$ cat config.mk
export PLATFORM = sky130hd
export DESIGN_NAME = frame_rate_decimator_timing
export DESIGN_NICKNAME = d
export VERILOG_FILES = /design/src/rtl/frd_pkg.sv /design/src/rtl/frd_divider.sv /design/src/rtl/frame_rate_decimator_timing.sv
export SDC_FILE = /design/constraint.sdc
export NUM_CORES = 1
export LEC_CHECK = 0
export BUFFER_PORTS_ARGS = -buffer_cell sky130_fd_sc_hd__buf_2
export CAP_MARGIN = 25
export CORE_UTILIZATION = 40
export DETAILED_ROUTE_END_ITERATION = 8
export PLACE_DENSITY_LB_ADDON = 0.15
export RECOVER_POWER = 100
export SLEW_MARGIN = 20
export SYNTH_ARGS = -nofsm -noshare
export SYNTH_HDL_FRONTEND = slang
export SYNTH_SLANG_ARGS = --single-unit
$ cat constraint.sdc
create_clock -name clk -period 11.5 [get_ports clk]
set_input_delay 0.575 -clock clk [delete_from_list [all_inputs] [get_ports clk]]
set_output_delay 0.575 -clock clk [all_outputs]
set_load 0.05 [all_outputs]
$ cat src/rtl/frd_pkg.sv
`timescale 1ns / 1ps

package frd_pkg;

    localparam int TIME_BITS_DEFAULT = 31;
    localparam int RATE_BITS         = 10;
    localparam int PERIOD_BITS       = 10;
    localparam int DIVISOR_BITS      = RATE_BITS + 1;
    localparam int PERIOD_NUMER_BITS = 12;
    localparam int COUNT_BITS        = 32;
    localparam int STATUS_BITS       = 2;
    localparam int CFG_INDEX_BITS    = 1;
    localparam int MS_PER_SECOND     = 1000;

    typedef enum logic [STATUS_BITS-1:0] {
        STATUS_OK               = 2'd0,
        STATUS_END_BEFORE_START = 2'd1,
        STATUS_START_GAP        = 2'd2
    } status_t;

    typedef enum logic [CFG_INDEX_BITS-1:0] {
        CFG_FRAME_RATE     = 1'd0,
        CFG_DURATION_LIMIT = 1'd1
    } cfg_index_t;

endpackage

$ cat src/rtl/frd_divider.sv
`timescale 1ns / 1ps

module frd_divider #(
    parameter int DIVIDEND_W = frd_pkg::TIME_BITS_DEFAULT,
    parameter int DIVISOR_W  = frd_pkg::DIVISOR_BITS
) (
    input  logic                  clk,
    input  logic                  rst_n,
    input  logic                  start,
    input  logic [DIVIDEND_W-1:0] dividend,
    input  logic [DIVISOR_W-1:0]  divisor,
    output logic                  done,
    output logic [DIVIDEND_W-1:0] quotient,
    output logic [DIVISOR_W-1:0]  remainder
);

    localparam int CNT_BITS = $clog2(DIVIDEND_W + 1);

    logic [CNT_BITS-1:0]   count_reg, count_next;
    logic                  done_reg, done_next;
    logic [DIVIDEND_W-1:0] quo_reg, quo_next;
    logic [DIVISOR_W-1:0]  rem_reg, rem_next;
    logic [DIVISOR_W-1:0]  div_reg, div_next;
    logic [DIVISOR_W:0]    trial;
    logic                  ge;

    // one restoring step per cycle, quotient bits shift in from the right
    always_comb
    begin
        trial      = {rem_reg, quo_reg[DIVIDEND_W-1]};
        ge         = (trial >= {1'b0, div_reg});
        count_next = count_reg;
        done_next  = 1'b0;
        quo_next   = quo_reg;
        rem_next   = rem_reg;
        div_next   = div_reg;
        if (start)
        begin
            count_next = CNT_BITS'(DIVIDEND_W);
            quo_next   = dividend;
            rem_next   = '0;
            div_next   = divisor;
        end
        else if (count_reg != '0)
        begin
            count_next = count_reg - CNT_BITS'(1);
            quo_next   = {quo_reg[DIVIDEND_W-2:0], ge};
            rem_next   = ge ? DIVISOR_W'(trial - {1'b0, div_reg}) : trial[DIVISOR_W-1:0];
            done_next  = (count_reg == CNT_BITS'(1));
        end
    end

    always_ff @(posedge clk or negedge rst_n)
    begin
        if (!rst_n)
        begin
            count_reg <= '0;
            done_reg  <= 1'b0;
        end
        else
        begin
            count_reg <= count_next;
            done_reg  <= done_next;
        end
    end

    always_ff @(posedge clk)
    begin
        quo_reg <= quo_next;
        rem_reg <= rem_next;
        div_reg <= div_next;
    end

    assign done      = done_reg;
    assign quotient  = quo_reg;
    assign remainder = rem_reg;

endmodule

$ cat src/rtl/frame_rate_decimator_timing.sv
// Frame rate decimator, timing path.
// Input channel (in_valid / in_stall) carries frame_start and frame_end in ms;
// a transfer happens on a clock edge with valid high and stall low. Every input
// frame gives exactly one result on the output channel (out_valid / out_stall):
// status, keep decision, aligned output interval, stop flag, counters and the
// export duration so far.
// Configuration: cfg_write with cfg_index 0 (frame rate) or 1 (duration
// limit) and cfg_data, taken on the same edge. A frame rate write starts the
// period division on the shared bit-serial divider; in_stall is high meanwhile.
// A dropped frame, an error or rate 0 goes from the check state straight to
// the align and finish states; a kept frame that needs period alignment waits
// in the divide state between check and align, where the divider retires one
// quotient bit per cycle. The finish state loads the result once the output
// register is free; the block then returns to idle and takes the next frame.
// One output register parts the channels: a new frame is taken while a result
// waits; if the receiver still stalls when the next result is ready, the block
// holds it and keeps in_stall high.
// Reset clears rate, limit, cursor, consumed time and both counters.
`timescale 1ns / 1ps

module frame_rate_decimator_timing #(
    parameter int TIME_BITS = frd_pkg::TIME_BITS_DEFAULT
) (
    input  logic                              clk,
    input  logic                              rst_n,
    input  logic                              cfg_write,
    input  logic [frd_pkg::CFG_INDEX_BITS-1:0] cfg_index,
    input  logic [TIME_BITS-1:0]              cfg_data,
    input  logic                              in_valid,
    output logic                              in_stall,
    input  logic [TIME_BITS-1:0]              frame_start,
    input  logic [TIME_BITS-1:0]              frame_end,
    output logic                              out_valid,
    input  logic                              out_stall,
    output logic [frd_pkg::STATUS_BITS-1:0]   status,
    output logic                              keep,
    output logic [TIME_BITS-1:0]              emit_start,
    output logic [TIME_BITS-1:0]              emit_end,
    output logic                              stop,
    output logic [frd_pkg::COUNT_BITS-1:0]    frames_seen,
    output logic [frd_pkg::COUNT_BITS-1:0]    frames_kept,
    output logic [TIME_BITS-1:0]              export_duration
);

    import frd_pkg::*;

    localparam logic [TIME_BITS-1:0] TIME_MAX = '1;

    typedef enum logic [2:0] {
        S_IDLE,
        S_PERIOD,
        S_CHECK,
        S_DIV,
        S_ALIGN,
        S_FINISH
    } state_t;

    state_t                 state_reg;
    logic [RATE_BITS-1:0]   rate_reg;
    logic [TIME_BITS-1:0]   limit_reg;
    logic [PERIOD_BITS-1:0] period_reg;
    logic [TIME_BITS-1:0]   cursor_reg;
    logic [TIME_BITS-1:0]   consumed_reg;
    logic [COUNT_BITS-1:0]  seen_reg;
    logic [COUNT_BITS-1:0]  kept_reg;

    logic [TIME_BITS-1:0]   start_reg;
    logic [TIME_BITS-1:0]   cend_reg;
    logic                   stop_reg;
    logic                   order_err_reg;
    status_t                status_reg;
    logic                   take_reg;
    logic                   up_reg;
    logic [TIME_BITS-1:0]   ee_reg;

    logic                   out_valid_reg;
    status_t                status_out_reg;
    logic                   keep_out_reg;
    logic [TIME_BITS-1:0]   emit_start_reg;
    logic [TIME_BITS-1:0]   emit_end_reg;
    logic                   stop_out_reg;
    logic [COUNT_BITS-1:0]  frames_seen_reg;
    logic [COUNT_BITS-1:0]  frames_kept_reg;
    logic [TIME_BITS-1:0]   export_reg;

    logic                   cfg_rate_wr;
    logic                   in_take;
    logic                   over_limit;
    logic                   take_now;
    logic                   up_now;
    logic [TIME_BITS-1:0]   span;
    status_t                status_now;
    logic                   need_div;
    logic                   div_start;
    logic [TIME_BITS-1:0]   div_dividend;
    logic [DIVISOR_BITS-1:0] div_divisor;
    logic                   div_done;
    logic [TIME_BITS-1:0]   div_quotient;
    logic [DIVISOR_BITS-1:0] div_remainder;
    logic [TIME_BITS-1:0]   period_numer;
    logic [DIVISOR_BITS-1:0] pad;
    logic [TIME_BITS:0]     sum_up;
    logic [TIME_BITS-1:0]   ee_up;
    logic [TIME_BITS-1:0]   ee_down;
    logic [TIME_BITS-1:0]   ee_now;
    logic                   keep_now;
    logic [TIME_BITS-1:0]   cursor_new;
    logic [TIME_BITS-1:0]   consumed_new;
    logic                   out_free;

    assign cfg_rate_wr = cfg_write && (cfg_index == CFG_FRAME_RATE);
    assign in_stall    = (state_reg != S_IDLE) || cfg_rate_wr;
    assign in_take     = in_valid && !in_stall;
    assign over_limit  = (limit_reg != '0) && (frame_end > limit_reg);
    assign out_free    = !out_valid_reg || !out_stall;

    always_comb
    begin
        take_now = (start_reg <= cursor_reg)
                   && ((start_reg == cend_reg) || (cursor_reg < cend_reg));
        up_now   = (cend_reg >= cursor_reg);
        span     = up_now ? (cend_reg - cursor_reg) : (cursor_reg - cend_reg);
        if (order_err_reg)
            status_now = STATUS_END_BEFORE_START;
        else if (start_reg != consumed_reg)
            status_now = STATUS_START_GAP;
        else
            status_now = STATUS_OK;
        need_div = (status_now == STATUS_OK) && take_now && (period_reg != '0);
    end

    // period = (2000 + rate) div (2 * rate)
    assign period_numer = {{(TIME_BITS-PERIOD_NUMER_BITS){1'b0}},
                           PERIOD_NUMER_BITS'(2 * MS_PER_SECOND)
                           + PERIOD_NUMER_BITS'(cfg_data[RATE_BITS-1:0])};

    always_comb
    begin
        div_start = cfg_rate_wr || ((state_reg == S_CHECK) && need_div);
        if (cfg_rate_wr)
        begin
            div_dividend = period_numer;
            div_divisor  = {cfg_data[RATE_BITS-1:0], 1'b0};
        end
        else
        begin
            div_dividend = span;
            div_divisor  = DIVISOR_BITS'(period_reg);
        end
    end

    frd_divider #(
        .DIVIDEND_W (TIME_BITS),
        .DIVISOR_W  (DIVISOR_BITS)
    ) u_divider (
        .clk       (clk),
        .rst_n     (rst_n),
        .start     (div_start),
        .dividend  (div_dividend),
        .divisor   (div_divisor),
        .done      (div_done),
        .quotient  (div_quotient),
        .remainder (div_remainder)
    );

    // rounding up to whole periods, or back by whole periods below the cursor
    always_comb
    begin
        pad     = (div_remainder != '0)
                  ? (DIVISOR_BITS'(period_reg) - div_remainder) : '0;
        sum_up  = {1'b0, cend_reg} + (TIME_BITS+1)'(pad);
        ee_up   = (sum_up > {1'b0, TIME_MAX}) ? TIME_MAX : sum_up[TIME_BITS-1:0];
        ee_down = cend_reg + TIME_BITS'(div_remainder);
        if (period_reg == '0)
            ee_now = cend_reg;
        else if (up_reg)
            ee_now = ee_up;
        else
            ee_now = ee_down;
    end

    always_comb
    begin
        keep_now     = (status_reg == STATUS_OK) && take_reg;
        cursor_new   = keep_now ? ee_reg : cursor_reg;
        consumed_new = (status_reg == STATUS_OK) ? cend_reg : consumed_reg;
    end

    always_ff @(posedge clk or negedge rst_n)
    begin
        if (!rst_n)
        begin
            rate_reg  <= '0;
            limit_reg <= '0;
        end
        else if (cfg_write)
        begin
            unique case (cfg_index)
                CFG_FRAME_RATE:     rate_reg  <= cfg_data[RATE_BITS-1:0];
                CFG_DURATION_LIMIT: limit_reg <= cfg_data;
                default:            ;
            endcase
        end
    end

    always_ff @(posedge clk or negedge rst_n)
    begin
        if (!rst_n)
        begin
            state_reg       <= S_IDLE;
            period_reg      <= '0;
            cursor_reg      <= '0;
            consumed_reg    <= '0;
            seen_reg        <= '0;
            kept_reg        <= '0;
            start_reg       <= '0;
            cend_reg        <= '0;
            stop_reg        <= 1'b0;
            order_err_reg   <= 1'b0;
            status_reg      <= STATUS_OK;
            take_reg        <= 1'b0;
            up_reg          <= 1'b0;
            ee_reg          <= '0;
            out_valid_reg   <= 1'b0;
            status_out_reg  <= STATUS_OK;
            keep_out_reg    <= 1'b0;
            emit_start_reg  <= '0;
            emit_end_reg    <= '0;
            stop_out_reg    <= 1'b0;
            frames_seen_reg <= '0;
            frames_kept_reg <= '0;
            export_reg      <= '0;
        end
        else
        begin
            if (out_valid_reg && !out_stall && (state_reg != S_FINISH))
                out_valid_reg <= 1'b0;
            unique case (state_reg)
                S_IDLE:
                begin
                    // a new rate restarts the period division
                    if (cfg_rate_wr)
                        state_reg <= S_PERIOD;
                    else if (in_take)
                    begin
                        start_reg     <= frame_start;
                        cend_reg      <= over_limit ? limit_reg : frame_end;
                        stop_reg      <= over_limit;
                        order_err_reg <= (frame_end < frame_start);
                        state_reg     <= S_CHECK;
                    end
                end
                S_PERIOD:
                begin
                    if (div_done && !cfg_rate_wr)
                    begin
                        period_reg <= (rate_reg == '0) ? '0 : div_quotient[PERIOD_BITS-1:0];
                        state_reg  <= S_IDLE;
                    end
                end
                S_CHECK:
                begin
                    status_reg <= status_now;
                    take_reg   <= take_now;
                    up_reg     <= up_now;
                    state_reg  <= need_div ? S_DIV : S_ALIGN;
                end
                S_DIV:
                begin
                    if (div_done)
                        state_reg <= S_ALIGN;
                end
                S_ALIGN:
                begin
                    ee_reg    <= ee_now;
                    state_reg <= S_FINISH;
                end
                S_FINISH:
                begin
                    if (out_free)
                    begin
                        seen_reg        <= seen_reg + COUNT_BITS'(1);
                        cursor_reg      <= cursor_new;
                        consumed_reg    <= consumed_new;
                        if (keep_now)
                            kept_reg <= kept_reg + COUNT_BITS'(1);
                        out_valid_reg   <= 1'b1;
                        status_out_reg  <= status_reg;
                        keep_out_reg    <= keep_now;
                        emit_start_reg  <= keep_now ? cursor_reg : '0;
                        emit_end_reg    <= keep_now ? ee_reg : '0;
                        stop_out_reg    <= (status_reg == STATUS_OK) && stop_reg;
                        frames_seen_reg <= seen_reg + COUNT_BITS'(1);
                        frames_kept_reg <= keep_now ? (kept_reg + COUNT_BITS'(1)) : kept_reg;
                        export_reg      <= (cursor_new > consumed_new) ? cursor_new
                                                                       : consumed_new;
                        state_reg       <= S_IDLE;
                    end
                end
                default:
                    state_reg <= S_IDLE;
            endcase
        end
    end

    assign out_valid       = out_valid_reg;
    assign status          = status_out_reg;
    assign keep            = keep_out_reg;
    assign emit_start      = emit_start_reg;
    assign emit_end        = emit_end_reg;
    assign stop            = stop_out_reg;
    assign frames_seen     = frames_seen_reg;
    assign frames_kept     = frames_kept_reg;
    assign export_duration = export_reg;

endmodule

==> run metrics <==
PortBufs 261; P&R area growth vs syn 12.8%; CTS clk-pin slew, worst paths 0.06 ns; commonest non-fill, non-tap cells in the layout nand2_1, dfrtp_1, o21ai_0, ha_1, clkbuf_1; CTS Root Cell clkbuf_16; Worst-Margin Slew approximately 6.7 ns; syn nets approximately 3,500; HPWL after DPL between 80,000 and 90,000 um; most numerous cell on the critical path o21ai_0; GRT Resource Usage Total between 20% and 30%; FMAX 0.147 GHz; final antenna-violating net count 0; drt via density approximately 5.8; Site Rows between 90 and 100; Data required, critical path 11.87 ns; CTS Hold Bufs 0; Remaining DRCs 0; Synth Register Bits between 400 and 500; Netlist cell types just over 90; fin crit period 6.78 ns; I/O Pins around 260; setup slack at placement approximately 6.3 ns; syn_area_per_cell around 9.0 um2; DRT Wirelength 107,000 um; Post-synth EDFFs 42; Yosys top cell by area dfrtp_1; Worst-Skew Late Latency a little over 0.6 ns; RSZ-0062 raised after global routing false; Setup crit end kind flip-flop; WP buf/inv 0; Final Cycle Share 59.0%; post_cts resized 0; peak supply drop 0.133 mV; Startpoint Class flip-flop; DR iter-0 viols 2,266; clk sinks around 440; cell area after synthesis about 28,000 um2; cells after synthesis 3,124; setup repair bufs after CTS 0; via count ~25,000; Power, Total 8370 uW; CTS tree yes; Die X-Extent 268 um; chip height ~270 um; crit-path max FO 27; DR WL/cell between 20 and 25 um; worst endpoint data arrival time a little over 7 ns; layout cells sized above 1 8.25%; status complete, but fails checks; pwr dens ~260 nW/um2; Final Non-Filler Cells ~4,300; CP cell instances ha_1 -> a2111o_1 -> o21ai_0 -> a211oi_1 -> o21ai_0 -> o31ai_1 -> or4_1 -> nor2_1 -> nand2_1 -> o22ai_1; CTS max path bufs 3; failing checks capacitance limit, slew limit; top cell type's share of synthesized area around 34%; Hold Fails Final Rpt 0; yosys warns 0; initial antenna violation count 1; Max-cap violations 13; core box area about 70,000 um2; Inst Count DP roughly 4,200; layout net count 3,654; worst-case clock skew between 0.03 and 0.04 ns; initial core utilization 40.4%; setup ws final about 4.7 ns; Synth Flop Type dfrtp_1; crit path kind reg -> reg; static leakage between 0.01 and 0.015 uW; critical path's top delay family simple AND/OR/NAND/NOR gates; H-tree depth 2; Placer Congestion a little under 1; setup_tns 0 ns; CTS Buf Count 52; number of fill cells in the layout 6,979; Final Setup Violations 0; Seq/Total Area, Yosys 39.2%; Slew HR -344%; Hold Crit Class in -> reg; maximum number of pins on one net before global-route repair 150; total gr overflow 0; fin. max-slew vios between 700 and 800; DIE AREA slightly above 70,000 um2; first-pass GRT wire length 156,000 um; slowest stage delay, CP 2.09 ns; Worst path slowest cell nor2_1; leading cell type in the layout, fill and taps excluded nand2_1; Async SR Flop Fraction around 90%; Hold Worst Slack about 0.21 ns; top cells by area, synth dfrtp_1, ha_1, nand2_1; vias in the first global route 23,814; router iterations before antenna repair 6
## synth_stat cells, types with 51 or more instances
master,count
a21o_1,51
a21oi_1,158
clkbuf_1,112
dfrtp_1,383
ha_1,234
inv_1,179
mux2i_1,98
nand2_1,443
nand3_1,51
nand4_1,68
nor2_1,156
o21ai_0,326
o31ai_1,72
xnor2_1,128
xor2_1,59
## power by group
part,internal [uW],switching (uW),total (uW)
Sequential,1920,650,2570
Combinational,1310,2720,4030
Clock,1070,693,1770
Total,4310,4060,8370
## path summary, 6_finish.rpt
path / start / end / slack (ns) / depth (start not counted)
max: cend_reg[6] / u_divider.quotient[30] / 4.72 / 10
min: cfg_data[24] / limit_reg[24] / 0.21 / 2
max reg2reg: cend_reg[6] / u_divider.quotient[30] / 4.72 / 10
min reg2reg: frames_kept[31] / frames_kept[31] / 0.46 / 1
max in group asynchronous: rst_n / rate_reg[9] / 4.95 / 3
min in group asynchronous: rst_n / consumed_reg[26] / 2.45 / 1
## layer usage
metal / up-vias / share of wire (%) / GRT usage, %
li1: 11541 / - / -
met1: 12219 / 46 / 41.1
met2: 912 / 44 / 45.8
met3: 189 / 6.1 / 3.98
met4: 0 / 4.1 / 11.2
met5: - / 0 / 0
## stage by stage
| step | instance area (um2) | utilization, % |
|---|---|---|
| final | 31900 | 45.6 |
| after global routing | 31900 | 45.6 |
| after CTS | 32200 | 46.1 |
| after detailed placement | 30400 | 43.5 |
| after global placement | 30400 | 43.4 |
| after floorplan | 28200 | - |
## kinds of logic after synthesis
logic type | Yosys count | share of synthesized area (%)
buf+inv | 346 | 5.07
compound gates | 852 | 19.0
mux | 137 | 5.05
flops | 436 | 39.2
xor+xnor | 187 | 5.80
simple gates | 926 | 15.1
fa+ha+maj | 240 | 10.8
## final cells by class
class                      instances  area, um2  area share (%)
sequential                       436      11100            34.7
clock inverter                    25        375            1.18
tap                              940       1180            3.69
multi-input combinational       2342      15700            49.3
antenna                            1       2.50         0.00785
inverter                         179        672            2.11
timing repair buffer             304       1400            4.39
clock buffer                      72       1470            4.60
Power figures use the tool's default switching activity.
